$ cat src/pdstat_pkg.sv
// pdstat_pkg: shared types, widths and codes for the per-task duration statistics block
// used by every module of the block but pdstat_ram, depends on nothing
package pdstat_pkg;

    localparam int TASKS     = 16;
    localparam int IDX_W     = (TASKS > 1) ? $clog2(TASKS) : 1;
    localparam int TASK_ID_W = 8;

    localparam int COUNT_W = 32;
    localparam int TOTAL_W = 48;
    localparam int DUR_W   = 32;
    localparam int FRAC_W  = 8;
    localparam int AVG_W   = 40;

    localparam int DIVIDEND_W  = TOTAL_W + FRAC_W;
    localparam int DIV_STEPS   = 2;
    localparam int DIV_CYCLES  = DIVIDEND_W / DIV_STEPS;
    localparam int DIV_CNT_W   = $clog2(DIV_CYCLES);

    localparam int QUEUE_AW    = 1;
    localparam int QUEUE_DEPTH = 2 ** QUEUE_AW;

    localparam int IN_DATA_W  = TASK_ID_W + 2 * DUR_W;
    localparam int IN_USER_W  = 2;
    localparam int OUT_DATA_W = 3 * COUNT_W + TOTAL_W + DUR_W + AVG_W;
    localparam int OUT_USER_W = 1;

    localparam logic [1:0] CMD_RECORD = 2'd0;
    localparam logic [1:0] CMD_QUERY  = 2'd1;
    localparam logic [1:0] CMD_CLEAR  = 2'd2;

    typedef enum logic [1:0] {
        OP_RECORD,
        OP_QUERY,
        OP_CLEAR,
        OP_DROP
    } op_t;

    typedef struct packed {
        op_t              kind;
        logic [IDX_W-1:0] idx;
        logic [DUR_W-1:0] duration;
        logic [DUR_W-1:0] budget;
    } job_t;

    typedef struct packed {
        logic [COUNT_W-1:0] run_count;
        logic [TOTAL_W-1:0] total_time;
        logic [DUR_W-1:0]   min_time;
        logic [DUR_W-1:0]   max_time;
        logic [COUNT_W-1:0] overruns;
    } entry_t;

    typedef struct packed {
        logic             valid_res;
        entry_t           entry;
        logic [AVG_W-1:0] average_q8;
    } res_t;

endpackage

$ cat src/pdstat_front.sv
// pdstat_front: accepts command transactions, classifies them and queues them for the back end
// depends on pdstat_pkg
module pdstat_front (
    input  logic                               clk,
    input  logic                               rst_n,
    input  logic                               s_axis_tvalid,
    output logic                               s_axis_tready,
    // task_id, duration, budget
    input  logic [pdstat_pkg::IN_DATA_W-1:0]   s_axis_tdata,
    // cmd
    input  logic [pdstat_pkg::IN_USER_W-1:0]   s_axis_tuser,
    output pdstat_pkg::job_t                   job,
    output logic                               job_valid,
    input  logic                               job_pop
);

    localparam logic [pdstat_pkg::TASK_ID_W:0] TASK_LIMIT =
        (pdstat_pkg::TASK_ID_W + 1)'(pdstat_pkg::TASKS);

    logic [pdstat_pkg::TASK_ID_W-1:0] task_id;
    logic                             in_range;
    pdstat_pkg::job_t                 in_job;
    pdstat_pkg::job_t                 slot_reg [pdstat_pkg::QUEUE_DEPTH];
    logic [pdstat_pkg::QUEUE_AW-1:0]  wr_ptr_reg, wr_ptr_next;
    logic [pdstat_pkg::QUEUE_AW-1:0]  rd_ptr_reg, rd_ptr_next;
    logic [pdstat_pkg::QUEUE_AW:0]    fill_reg, fill_next;
    logic                             push;

    assign task_id  = s_axis_tdata[pdstat_pkg::TASK_ID_W-1:0];
    assign in_range = {1'b0, task_id} < TASK_LIMIT;

    always_comb
    begin
        in_job.idx      = task_id[pdstat_pkg::IDX_W-1:0];
        in_job.duration = s_axis_tdata[pdstat_pkg::TASK_ID_W +: pdstat_pkg::DUR_W];
        in_job.budget   = s_axis_tdata[pdstat_pkg::TASK_ID_W + pdstat_pkg::DUR_W +:
                                       pdstat_pkg::DUR_W];
        unique case (s_axis_tuser)
            pdstat_pkg::CMD_RECORD: in_job.kind = in_range ? pdstat_pkg::OP_RECORD
                                                           : pdstat_pkg::OP_DROP;
            pdstat_pkg::CMD_QUERY:  in_job.kind = in_range ? pdstat_pkg::OP_QUERY
                                                           : pdstat_pkg::OP_DROP;
            pdstat_pkg::CMD_CLEAR:  in_job.kind = pdstat_pkg::OP_CLEAR;
            default:                in_job.kind = pdstat_pkg::OP_DROP;
        endcase
    end

    assign s_axis_tready = fill_reg != (pdstat_pkg::QUEUE_AW + 1)'(pdstat_pkg::QUEUE_DEPTH);
    assign push          = s_axis_tvalid && s_axis_tready;
    assign job_valid     = fill_reg != '0;
    assign job           = slot_reg[rd_ptr_reg];

    always_comb
    begin
        wr_ptr_next = push ? wr_ptr_reg + 1'b1 : wr_ptr_reg;
        rd_ptr_next = job_pop ? rd_ptr_reg + 1'b1 : rd_ptr_reg;
        fill_next   = fill_reg + (pdstat_pkg::QUEUE_AW + 1)'(push)
                               - (pdstat_pkg::QUEUE_AW + 1)'(job_pop);
    end

    always_ff @(posedge clk or negedge rst_n)
    begin
        if (!rst_n)
        begin
            wr_ptr_reg <= '0;
            rd_ptr_reg <= '0;
            fill_reg   <= '0;
        end
        else
        begin
            wr_ptr_reg <= wr_ptr_next;
            rd_ptr_reg <= rd_ptr_next;
            fill_reg   <= fill_next;
        end
    end

    always_ff @(posedge clk)
    begin
        if (push)
        begin
            slot_reg[wr_ptr_reg] <= in_job;
        end
    end

endmodule

$ cat config.mk
export PLATFORM = sky130hd
export DESIGN_NAME = pdstat_front
export DESIGN_NICKNAME = d
export VERILOG_FILES = /design/src/pdstat_pkg.sv /design/src/pdstat_front.sv
export SDC_FILE = /design/constraint.sdc
export NUM_CORES = 1
export LEC_CHECK = 0
export ABC_CLOCK_PERIOD_IN_PS = 3700
export BUFFER_PORTS_ARGS = -buffer_cell sky130_fd_sc_hd__buf_2
export CORE_MARGIN = 3
export CORE_UTILIZATION = 47
export CTS_CLUSTER_DIAMETER = 50
export DETAILED_ROUTE_END_ITERATION = 10
export MAX_ROUTING_LAYER = met4
export PLACE_DENSITY = 0.75
export SYNTH_ARGS = -nofsm -noshare
export SYNTH_HDL_FRONTEND = slang
export SYNTH_SLANG_ARGS = --single-unit
$ cat constraint.sdc
create_clock -name clk -period 3.7 [get_ports clk]
set_input_delay 0 -clock clk [delete_from_list [all_inputs] [get_ports clk]]
set_output_delay 0 -clock clk [all_outputs]
set_load 0.01 [all_outputs]
# Word level (Yosys, flattened, before mapping)
# Memories as Yosys holds them, arrays and structs flattened.
# Index checks and enable logic that the tools add are counted.
dict set report totals {
  out_inout_bits 72
  regBits 4
  wordCells 20
  mem_bits_rw 140
  memories 1
  inputBits 78
}
# memory depth word_bits read_ports rd_ports_with_merged_regs wr line_no
set memory_table {}
lappend memory_table {slot_reg 2 70 1 0 1 pdstat_front.sv:23} ;# pdstat_pkg::job_t slot_reg [pdstat_pkg::QUEUE_DEPTH];
dict set report classes {
  mux 5
  magnitude_cmp 1
  n_eq_ne 3
  n_reduce_logical 3
  add_sub_neg 4
}
# operator count
set ops {}
lappend ops {{< comparator 8 x 5 -> 1 bit, second input constant} 1}
lappend ops {{case mux 2 bit (3 select lines)} 1}
lappend ops {{two-way mux 2 bit} 2}
lappend ops {{adder 1 bit, second input constant} 2}
lappend ops {{adder 2 x 1 -> 2 bit} 1}
lappend ops {{equality test 2 x 1 -> 1 bit, second input constant} 1}
lappend ops {{equality test 2 bit, second input constant} 1}
lappend ops {{logical NOT 2 bit} 1}
lappend ops {{two-way mux 1 bit} 2}
lappend ops {{inequality test 2 bit, second input constant} 1}
lappend ops {{nonzero test 2 bit} 1}
lappend ops {{subtractor 2 x 1 -> 2 bit} 1}
lappend ops {{logical AND 1 bit} 1}

# Longest topological paths before layout
# Gate-level depths: netlist of run 1.
dict set report depth {
  word_depth 4
  depth_mapped 5
  ltp_nobuf 5
}

# Least setup slack after synthesis of run 1
# No wires, ideal clock.
dict set report synth_path {
  path_kind {reg2reg}
  from {reg fill_reg[1] (netlist name)}
  to {mem slot_reg[0][0] (netlist name), enable pin}
  t_required_ps 3201
  arrival_ps 3624
  stages_incl_launch_ff 4
  path_buffers 0
  slack_ps -423
  setup_time_ps 499
  synth_period_minus_slack_ps 4123
  path_cell_list {dfrtp_1 > nand2b_1 > nand2_1 > nor2_1}
}
dict set report synth_between {
  elab_chain_cells 4
}
# item line_no
set synth_lines {}
lappend synth_lines {{start, declared} pdstat_front.sv:26} ;# logic [pdstat_pkg::QUEUE_AW:0] fill_reg, fill_next;
lappend synth_lines {{start signal, assigned} pdstat_front.sv:73} ;# fill_reg <= fill_next;
lappend synth_lines {{inequality test 2 bit} pdstat_front.sv:48} ;# assign s_axis_tready = fill_reg != (pdstat_pkg::QUEUE_AW + 1)'(pdstat_pkg::QUEUE_DEPTH);
lappend synth_lines {{net s_axis_tready} pdstat_front.sv:7} ;# output logic s_axis_tready,
lappend synth_lines {{logical AND 1 bit} pdstat_front.sv:49} ;# assign push = s_axis_tvalid && s_axis_tready;
lappend synth_lines {{two-way mux 1 bit} pdstat_front.sv:79} ;# if (push)
lappend synth_lines {{two-way mux 1 bit (implied by the code)} pdstat_front.sv:81} ;# slot_reg[wr_ptr_reg] <= in_job;
lappend synth_lines {{end, declared} pdstat_front.sv:23}
# The timed path passes the listed nets, and every way through them passes these cells.

==> flow_metrics.py, run 1 <==
metrics = {
    "run_status": {
        "status": "complete, no violations",
    },
    "clock_tree": {
        "post_cts_resized": 0,
        "htreeDepth": 4,
        "clockRootBuffer": "clkbuf_16",
        "cts.sinks": 144,
        "clock_tree.buffer_depth": 2,
        "cts_buffers": 17,
        "postCtsSetupRepairBufs": 0,
        "clk_pin_slew_ps": 60,
        "worstSkewPairLatency_ps": 410,
        "cts_tree": "built",
    },
    "place": {
        "hpwl_mm": 6.09,
        "dp_slack_ps": 1760,
        "globalplace.congestion": 0.692,
        "dp_cells": 525,
        "io_buffers": 149,
    },
    "drt": {
        "firstDrtPassIters": 4,
        "drtIter0Drc": 178,
        "wire_per_inst_um": 16.4,
        "num_vias": 3021,
        "viasPerCell": 4.76,
        "routed_wl_mm": 10.4,
        "ant_nets": 0,
        "drc": 0,
    },
    "sta": {
        "slew_headroom_pct": 32.9,
        "drv_slew": 0,
        "period_share_pct": 60.9,
        "finalSetupViolCount": 0,
        "worst_slack_ps": 1450,
        "hold_violations": 0,
        "min_period_ps": 2250,
        "skew_ps": 5.84,
        "max_freq_ghz": 0.444,
        "hold_slack_ps": 308,
        "grt_setup_unrepaired": "false",
        "final.setup.tns_ps": 0,
        "worst_slew_pin_slew_ps": 1010,
    },
    "synth": {
        "yosys_register_bits": 144,
        "yosys_warnings": 0,
        "synth_cells": 238,
        "synth-xor-area-share_pct": 0.622,
        "synth_top_family_by_area": "multiplexers",
        "synth_edf_count": 140,
        "ys.flop_type": "edfxtp_1",
        "yosysMostFrequentCell": "edfxtp_1",
        "ys_top_cells_by_area": "edfxtp_1 75%, mux2_4 18%, buf_12 2.5%",
        "ys_seq_area_share_pct": 76.5,
        "synth.distinct_cells": 19,
        "netlist_area_um2": 5630,
        "synth-compound-area-share_pct": 0.467,
        "yosys.area.top_type": "edfxtp_1",
        "synthArstFlopShare_pct": 2.78,
        "synthSimpleGateAreaFrac_pct": 0.912,
        "syn_area_per_cell_um2": 23.6,
        "synth_commonest_cells": "140 x edfxtp_1, 69 x mux2_4, 7 x buf_12, 4 x dfrtp_1, 3 x xnor2_1",
        "yosys.area.top_type_share_pct": 74.7,
        "syn_nets": 317,
        "synthAdderAreaFrac_pct": 0.222,
        "synth.area.mux_share_pct": 18.6,
    },
    "worst_hold_path": {
        "hold_path_end": "slot_reg[1][20]",
        "hold_class": "primary input to flip-flop",
        "min_from": "s_axis_tdata[60]",
        "hold_depth": 2,
    },
    "critical_path": {
        "critPathMaxFanout": 41,
        "path_cells": "buf_4, mux2_4, buf_2",
        "critPathLaunchType": "flip-flop",
        "r2r-start": "fill_reg[1]",
        "rrSetupSlack_ps": 1770,
        "crit_arrival_ps": 2250,
        "r2r_end": "slot_reg[0][2]",
        "cp-end-kind": "output pin",
        "required_ps": 3700,
        "cp_top_family": "flip-flops",
        "worstSetupPathType": "flip-flop to output pin",
        "critical_path.max_stage_delay_ps": 930,
        "reg2reg_depth": 4,
        "crit_path_start": "rd_ptr_reg",
        "worstPathBufferInverterCount": 2,
        "slowest_stage": "dfrtp_4",
    },
    "layout": {
        "layout.cells.non_filler": 634,
        "nets": 557,
        "num_antenna_cells": 0,
        "syn_to_final_growth_pct": 39.4,
        "drive_gt1_share_pct": 51.9,
        "largest_reg_flops": 140,
    },
    "power_and_ir_drop": {
        "ir_drop_mv": 0.450,
        "p_per_area_nw_per_um2": 760,
        "leakage_nw": 3.19,
    },
    "global_routing": {
        "overflow": 0,
        "grt_max_degree": 71,
        "grt_pass1_vias": 3298,
        "grt_usage_pct": 17.0,
        "antenna_found_initial": 0,
        "grt_pass1_wl_mm": 16.3,
    },
    "die": {
        "placementRows": 39,
        "die-area_um2": 13300,
        "start_util_pct": 48.7,
        "die_w_um": 115,
        "die_y_um": 115,
        "ios": 150,
        "core-area_um2": 11600,
    },
    "job": {
        "maxCapViolCount": 0,
    },
}
-- placed cells by master, fill, tap and decap left out, types with 2 or more instances in the layout --
cell type | Yosys | layout
clkinv_2 | 0 | 3
clkinvlp_4 | 0 | 2
buf_2 | 0 | 149
mux2_4 | 69 | 69
xnor2_1 | 3 | 3
nand2b_1 | 2 | 2
dfrtp_1 | 4 | 3
clkbuf_16 | 0 | 17
bufinv_16 | 0 | 5
clkinv_1 | 0 | 4
dlygate4sd3_1 | 0 | 77
buf_4 | 0 | 2
edfxtp_1 | 140 | 140
-- layout make-up --
type	count	area [µm²]
clock buffer	18	429
clock inverter	14	195
fill	759	3720
multi-input combinational	86	1180
sequential	144	4310
tap	143	179
timing repair buffer	229	1550
-- per-layer routing --
layer  vias up  share of wire [%]  track usage (%)
li1       1422                  -                -
met2       116                 52             28.5
met4         0                1.9             7.28
met5         -                  0                -
met1      1467                 40             19.0
met3        16                6.3             5.07
-- cells by family after synthesis --
logic type | after synthesis
DFF | 144
muxes | 70
buffers and inverters | 8
and+or+nand+nor | 8
xor gates and xnor gates | 4
AOI/OAI and AO/OA | 3
adders and majority gates | 1
-- worst max-delay path by stage --
stage                           endpoint  cells after the start
final                            job[41]                      3
after detailed placement  slot_reg[0][7]                      4
after global placement           job[29]                      3
after CTS                        job[11]                      3
after floorplan           slot_reg[0][0]                      3
after global routing             job[29]                      3
-- power breakdown --
group,leakage [nW],switching [mW],internal (mW)
Combinational,1.54,0.770,0.947
Clock,0.300,0.606,1.18
Sequential,1.34,0.221,2.24
-- repair_timing --
item                                    in CTS  in global routing
endpoints found under the hold margin      148                  0
endpoints found under the setup margin       0                  0
hold buffers                                77                  0
-- stage by stage --
stage                     util (%)  area [µm²]  total power, mW
after CTS                     67.9        7850             6.04
after detailed placement      55.8        6450             4.17
after global routing          67.9        7850             6.26
after global placement        55.8        6450             4.13
final                         67.9        7850             5.96
after floorplan                  -        5630             3.74
No activity file was read; power rests on OpenSTA's default activity.
==> run 2: changes to the inputs <==
--- a/config.mk
+++ b/config.mk
@@ -5,7 +5,7 @@
 export SDC_FILE = /design/constraint.sdc
 export NUM_CORES = 1
 export LEC_CHECK = 0
-export ABC_CLOCK_PERIOD_IN_PS = 3700
+export ABC_CLOCK_PERIOD_IN_PS = 1900
 export BUFFER_PORTS_ARGS = -buffer_cell sky130_fd_sc_hd__buf_2
 export CORE_MARGIN = 3
 export CORE_UTILIZATION = 47
==> constraint.sdc (replaced) <==
create_clock -name clk -period 1.9 [get_ports clk]
set_input_delay 0 -clock clk [delete_from_list [all_inputs] [get_ports clk]]
set_output_delay 0 -clock clk [all_outputs]
set_load 0.01 [all_outputs]
==> flow_metrics.py, run 2 (synthesis results as in run 1) <==
metrics = {
    "place": {
        "io_buffers": 149,
        "globalplace.congestion": 0.712,
        "placed_area_um2": 6560,
        "hpwl_mm": 6.61,
        "dp_cells": 530,
    },
    "sta": {
        "max_freq_ghz": 0.568,
        "hold_slack_ps": 312,
        "final.setup.tns_ps": 0,
        "hold_violations": 0,
        "min_period_ps": 1760,
        "slew_headroom_pct": 69.5,
        "skew_ps": 8.80,
        "worst_slew_pin_slew_ps": 454,
        "drv_slew": 0,
        "finalSetupViolCount": 0,
        "grt_setup_unrepaired": "false",
        "period_share_pct": 92.6,
    },
    "global_routing": {
        "grt.busiest_layer": "met2",
        "grt_pass1_vias": 3212,
        "overflow": 0,
        "grt_usage_pct": 17.0,
        "grt_pass1_wl_mm": 16.2,
        "grt_max_degree": 38,
        "grt_util_met1_pct": 20.0,
        "use_met2_pct": 27.6,
        "antenna_found_initial": 0,
        "use_met3_pct": 5.64,
    },
    "clock_tree": {
        "cts_tree": "built",
        "post_cts_resized": 0,
        "cts_buffers": 17,
        "postCtsSetupRepairBufs": 0,
        "worstSkewPairLatency_ps": 410,
        "clk_pin_slew_ps": 50,
        "htreeDepth": 4,
        "cts.sinks": 144,
        "ctsHoldBuffers": 77,
        "clockRootBuffer": "clkbuf_16",
        "clock_tree.buffer_depth": 2,
    },
    "drt": {
        "drtIter0Drc": 263,
        "firstDrtPassIters": 4,
        "routed_wl_mm": 10.6,
        "drc": 0,
        "ant_nets": 0,
        "viasPerCell": 4.75,
        "num_vias": 3033,
        "wire_per_inst_um": 16.6,
    },
    "critical_path": {
        "rrSetupSlack_ps": 360,
        "r2r-start": "fill_reg[1]",
        "critPathMaxFanout": 25,
        "reg2reg_depth": 3,
        "r2r_end": "slot_reg[1][2]",
        "worstSetupPathType": "flip-flop to output pin",
        "required_ps": 1900,
        "critPathLaunchType": "flip-flop",
        "crit_arrival_ps": 1760,
        "cp-end-kind": "output pin",
        "crit_path_start": "rd_ptr_reg",
    },
    "die": {
        "core-area_um2": 11600,
        "start_util_pct": 48.7,
        "die-area_um2": 13300,
        "placementRows": 39,
        "die_w_um": 115,
        "ios": 150,
        "die_y_um": 115,
    },
    "worst_hold_path": {
        "hold_depth": 2,
        "hold_path_end": "slot_reg[0][44]",
        "hold_class": "primary input to flip-flop",
        "min_from": "s_axis_tdata[20]",
    },
    "power_and_ir_drop": {
        "p_per_area_nw_per_um2": 1470,
        "clockPowerShare_pct": 28.6,
        "ir_drop_mv": 1.04,
        "power_frac_comb_pct": 31.8,
        "leakage_nw": 3.23,
        "swShare_pct": 27.1,
        "sequentialPowerShare_pct": 39.6,
        "p_switching_mw": 3.16,
        "cell_internal_pwr_mw": 8.51,
    },
    "layout": {
        "syn_to_final_growth_pct": 40.8,
        "mostFrequentLayoutCell": "buf_2",
        "mostFrequentLayoutCells": "149 x buf_2, 140 x edfxtp_1, 77 x dlygate4sd3_1",
        "finish.utilization_pct": 68.5,
        "design_area_um2": 7930,
        "num_antenna_cells": 0,
        "nets": 562,
        "layout.cells.non_filler": 639,
        "drive_gt1_share_pct": 52.8,
        "num-fill-cells": 748,
        "largest_reg_flops": 140,
    },
    "job": {
        "maxCapViolCount": 0,
    },
    "run_status": {
        "status": "complete, no violations",
    },
}
[run 2: cell count changes in the layout (fill, tap and decap cells not counted), sizes merged]
| cell | before | now |
|---|---|---|
| clkinv | 7 | 8 |
| buf | 152 | 157 |
| bufinv | 5 | 4 |
[run 2: worst max-delay path, cell delays in order, from the launching register on]
cell and delay, ps:
dfrtp_4 580, buf_12 260, mux2_2 370, buf_2 140
[run 2: how the worst max path moves through the flow]
| stage | slack, ps | endpoint | cells after the start |
|---|---|---|---|
| finish | 140 | job[69] | 3 |
| global route | 60 | job[69] | 3 |
| CTS | 100 | job[69] | 3 |
| detailed placement | 390 | slot_reg[1][36] | 3 |
| global placement | 430 | slot_reg[1][36] | 3 |
| floorplan | -270 | slot_reg[0][0] | 3 |
[run 2: area by class of cell]
cell class                 count  area (µm²)  area share (%)
sequential                   144        4310            54.3
timing repair buffer         234        1650            20.8
multi-input combinational     86        1190            15.0
clock buffer                  18         429            5.41
tap                          143         179            2.26
clock inverter                14         171            2.16
[run 2: per-stage QoR]
| stage | power (mW) | worst slack [ps] |
|---|---|---|
| floorplan | 7.26 | -266 |
| global placement | 8.23 | 427 |
| detailed placement | 8.32 | 390 |
| CTS | 11.8 | 103 |
| global route | 12.2 | 61.4 |
| finish | 11.7 | 140 |
[run 2: power groups by stage]
stage                     sequential [mW]  clock (mW)  combinational, mW
final                                4.62        3.34               3.71
after floorplan                      4.56           0               2.70
after global routing                 4.69        3.57               3.96
after detailed placement             4.68           0               3.64
after global placement               4.64           0               3.59
after CTS                            4.62        3.41               3.76
[run 2: routing by layer]
metal	up-vias	wire length, µm
li1	1434	-
met1	1466	4380
met2	118	5400
met3	15	626
met4	0	201
met5	-	0
==> run 3: changes to the inputs <==
--- a/config.mk
+++ b/config.mk
@@ -5,8 +5,10 @@
 export SDC_FILE = /design/constraint.sdc
 export NUM_CORES = 1
 export LEC_CHECK = 0
+export ABC_AREA = 1
 export ABC_CLOCK_PERIOD_IN_PS = 1900
 export BUFFER_PORTS_ARGS = -buffer_cell sky130_fd_sc_hd__buf_2
+export CAP_MARGIN = 20
 export CORE_MARGIN = 3
 export CORE_UTILIZATION = 47
 export CTS_CLUSTER_DIAMETER = 50
==> flow_metrics.py, run 3 <==
metrics = {
    "place": {
        "placed_area_um2": 6530,
        "io_buffers": 149,
        "globalplace.congestion": 0.680,
        "hpwl_mm": 6.16,
        "dp_cells": 544,
    },
    "layout": {
        "drive_gt1_share_pct": 50.9,
        "design_area_um2": 7930,
        "mostFrequentLayoutCells": "149 x buf_2, 140 x edfxtp_1, 78 x dlygate4sd3_1",
        "largest_reg_flops": 140,
        "nets": 577,
        "num-fill-cells": 754,
        "layout.cells.non_filler": 654,
        "syn_to_final_growth_pct": 40.5,
        "mostFrequentLayoutCell": "buf_2",
        "num_antenna_cells": 0,
    },
    "global_routing": {
        "antenna_found_initial": 0,
        "grt_max_degree": 55,
        "grt_pass1_wl_mm": 15.8,
        "grt_pass1_vias": 3286,
        "overflow": 0,
        "grt_usage_pct": 16.5,
    },
    "die": {
        "ios": 150,
        "core-area_um2": 11600,
        "start_util_pct": 48.8,
        "die_w_um": 116,
        "die-area_um2": 13400,
        "placementRows": 39,
        "die_y_um": 116,
    },
    "synth": {
        "ys_top_cells_by_area": "edfxtp_1 74%, mux2_4 18%, buf_12 2.5%",
        "syn_area_per_cell_um2": 22.2,
        "yosys_warnings": 0,
        "synth_edf_count": 140,
        "yosys.area.top_type": "edfxtp_1",
        "yosys.area.top_type_share_pct": 74.5,
        "ys_seq_area_share_pct": 76.2,
        "syn_nets": 333,
        "ys.flop_type": "edfxtp_1",
        "synthArstFlopShare_pct": 2.78,
        "synth_commonest_cells": "140 x edfxtp_1, 69 x mux2_4, 12 x nand2_1, 9 x inv_1, 7 x buf_12",
        "netlist_area_um2": 5650,
        "synth_cells": 254,
        "yosys_register_bits": 144,
        "synth.distinct_cells": 15,
        "yosysMostFrequentCell": "edfxtp_1",
    },
    "clock_tree": {
        "postCtsSetupRepairBufs": 0,
        "worstSkewPairLatency_ps": 410,
        "clockRootBuffer": "clkbuf_16",
        "cts.sinks": 144,
        "cts_buffers": 17,
        "clk_pin_slew_ps": 60,
        "post_cts_resized": 0,
        "htreeDepth": 4,
        "clock_tree.buffer_depth": 2,
        "cts_tree": "built",
    },
    "drt": {
        "ant_nets": 0,
        "viasPerCell": 4.75,
        "wire_per_inst_um": 15.8,
        "drc": 0,
        "firstDrtPassIters": 4,
        "drtIter0Drc": 137,
        "routed_wl_mm": 10.3,
        "num_vias": 3108,
    },
    "critical_path": {
        "critPathMaxFanout": 54,
        "critPathLaunchType": "flip-flop",
        "required_ps": 1900,
        "crit_arrival_ps": 1720,
        "slowest_stage": "dfrtp_4",
        "worstSetupPathType": "flip-flop to output pin",
        "worstPathBufferInverterCount": 2,
        "cp-end-kind": "output pin",
        "path_cells": "buf_12, mux2_2, buf_2",
        "critical_path.max_stage_delay_ps": 420,
        "cp_top_family": "buffers and inverters",
    },
    "sta": {
        "grt_setup_unrepaired": "false",
        "final.setup.tns_ps": 0,
        "max_freq_ghz": 0.582,
        "skew_ps": 8.02,
        "finalSetupViolCount": 0,
        "hold_violations": 0,
        "drv_slew": 0,
        "worst_slew_pin_slew_ps": 413,
        "min_period_ps": 1720,
        "slew_headroom_pct": 72.5,
        "period_share_pct": 90.5,
    },
    "power_and_ir_drop": {
        "clockPowerShare_pct": 29.4,
        "ir_drop_mv": 0.832,
        "sequentialPowerShare_pct": 38.9,
        "swShare_pct": 27.6,
        "cell_internal_pwr_mw": 8.41,
        "p_per_area_nw_per_um2": 1460,
        "power_frac_comb_pct": 31.7,
        "leakage_nw": 3.27,
        "p_switching_mw": 3.20,
    },
    "worst_hold_path": {
        "hold_class": "primary input to flip-flop",
    },
    "job": {
        "maxCapViolCount": 0,
    },
    "run_status": {
        "status": "complete, no violations",
    },
}
[run 3: cell type report]
class                      count  area (µm²)  share of cell area [%]
sequential                   144        4310                    54.3
timing repair buffer         233        1610                    20.3
multi-input combinational     93        1180                    14.9
clock buffer                  18         429                    5.41
clock inverter                14         190                    2.40
tap                          143         179                    2.26
inverter                       9        33.8                   0.426
[run 3: final timing paths]
kind                            startpoint              end  slack [ps]  cells past startpoint
max in group asynchronous            rst_n       rd_ptr_reg        1190                      3
setup reg to reg               fill_reg[1]      fill_reg[1]         430                     11
hold / removal             s_axis_tdata[7]  slot_reg[0][68]         100                      5
hold reg to reg                fill_reg[0]      fill_reg[0]         520                      1
min in group asynchronous            rst_n      fill_reg[0]         510                      3
setup / recovery                rd_ptr_reg          job[69]         180                      3
[run 3: cells by family after synthesis]
logic type | count (synthesis) | share of synthesized area, %
buf+inv | 17 | 3.28
mux | 70 | 18.5
simple gates | 20 | 1.48
flops | 144 | 76.2
xor+xnor | 1 | 0.155
compound gates | 1 | 0.0885
fa+ha+maj | 1 | 0.222
[run 3: power by group through the flow]
stage | combinational, mW | sequential (mW) | clock, mW
global placement | 3.55 | 4.54 | 0
global route | 3.93 | 4.58 | 3.67
floorplan | 2.72 | 4.54 | 0
finish | 3.68 | 4.52 | 3.42
CTS | 3.72 | 4.53 | 3.50
detailed placement | 3.60 | 4.59 | 0
[run 3: worst register-to-register path: stages, from the launching register on]
cell and delay [ps]:
dfrtp_1 410, nand2_2 130, nand2_4 100, nand2_1 90, nand2_1 60, ha_1 190
inv_1 60, nand2_1 50, nand2_1 90, inv_1 60, nand2_1 60, nand2_1 60
[run 3: routing by layer]
metal,wire (µm),vias to the layer above,GRT usage [%]
met5,0,-,-
met4,133,0,6.57
met3,539,15,4.75
met2,5650,105,29.4
met1,4030,1508,17.2
li1,-,1480,-
[run 3: timing repair]
action                     CTS  global route
setup endpoints to repair    0             0
hold buffers                78             0
hold endpoints to repair   148             0
[run 3: stage by stage]
stage / hold WS [ps] / util [%] / worst slack, ps / total power, mW
2_1_floorplan: -296 / - / -182 / 7.26
4_1_cts: 25.8 / 68.6 / 136 / 11.7
3_5_place_dp: -185 / 56.5 / 480 / 8.19
3_3_place_gp: -190 / 56.5 / 541 / 8.09
6_report: 99.4 / 68.6 / 180 / 11.6
5_1_grt: 99.4 / 68.6 / 85.8 / 12.2
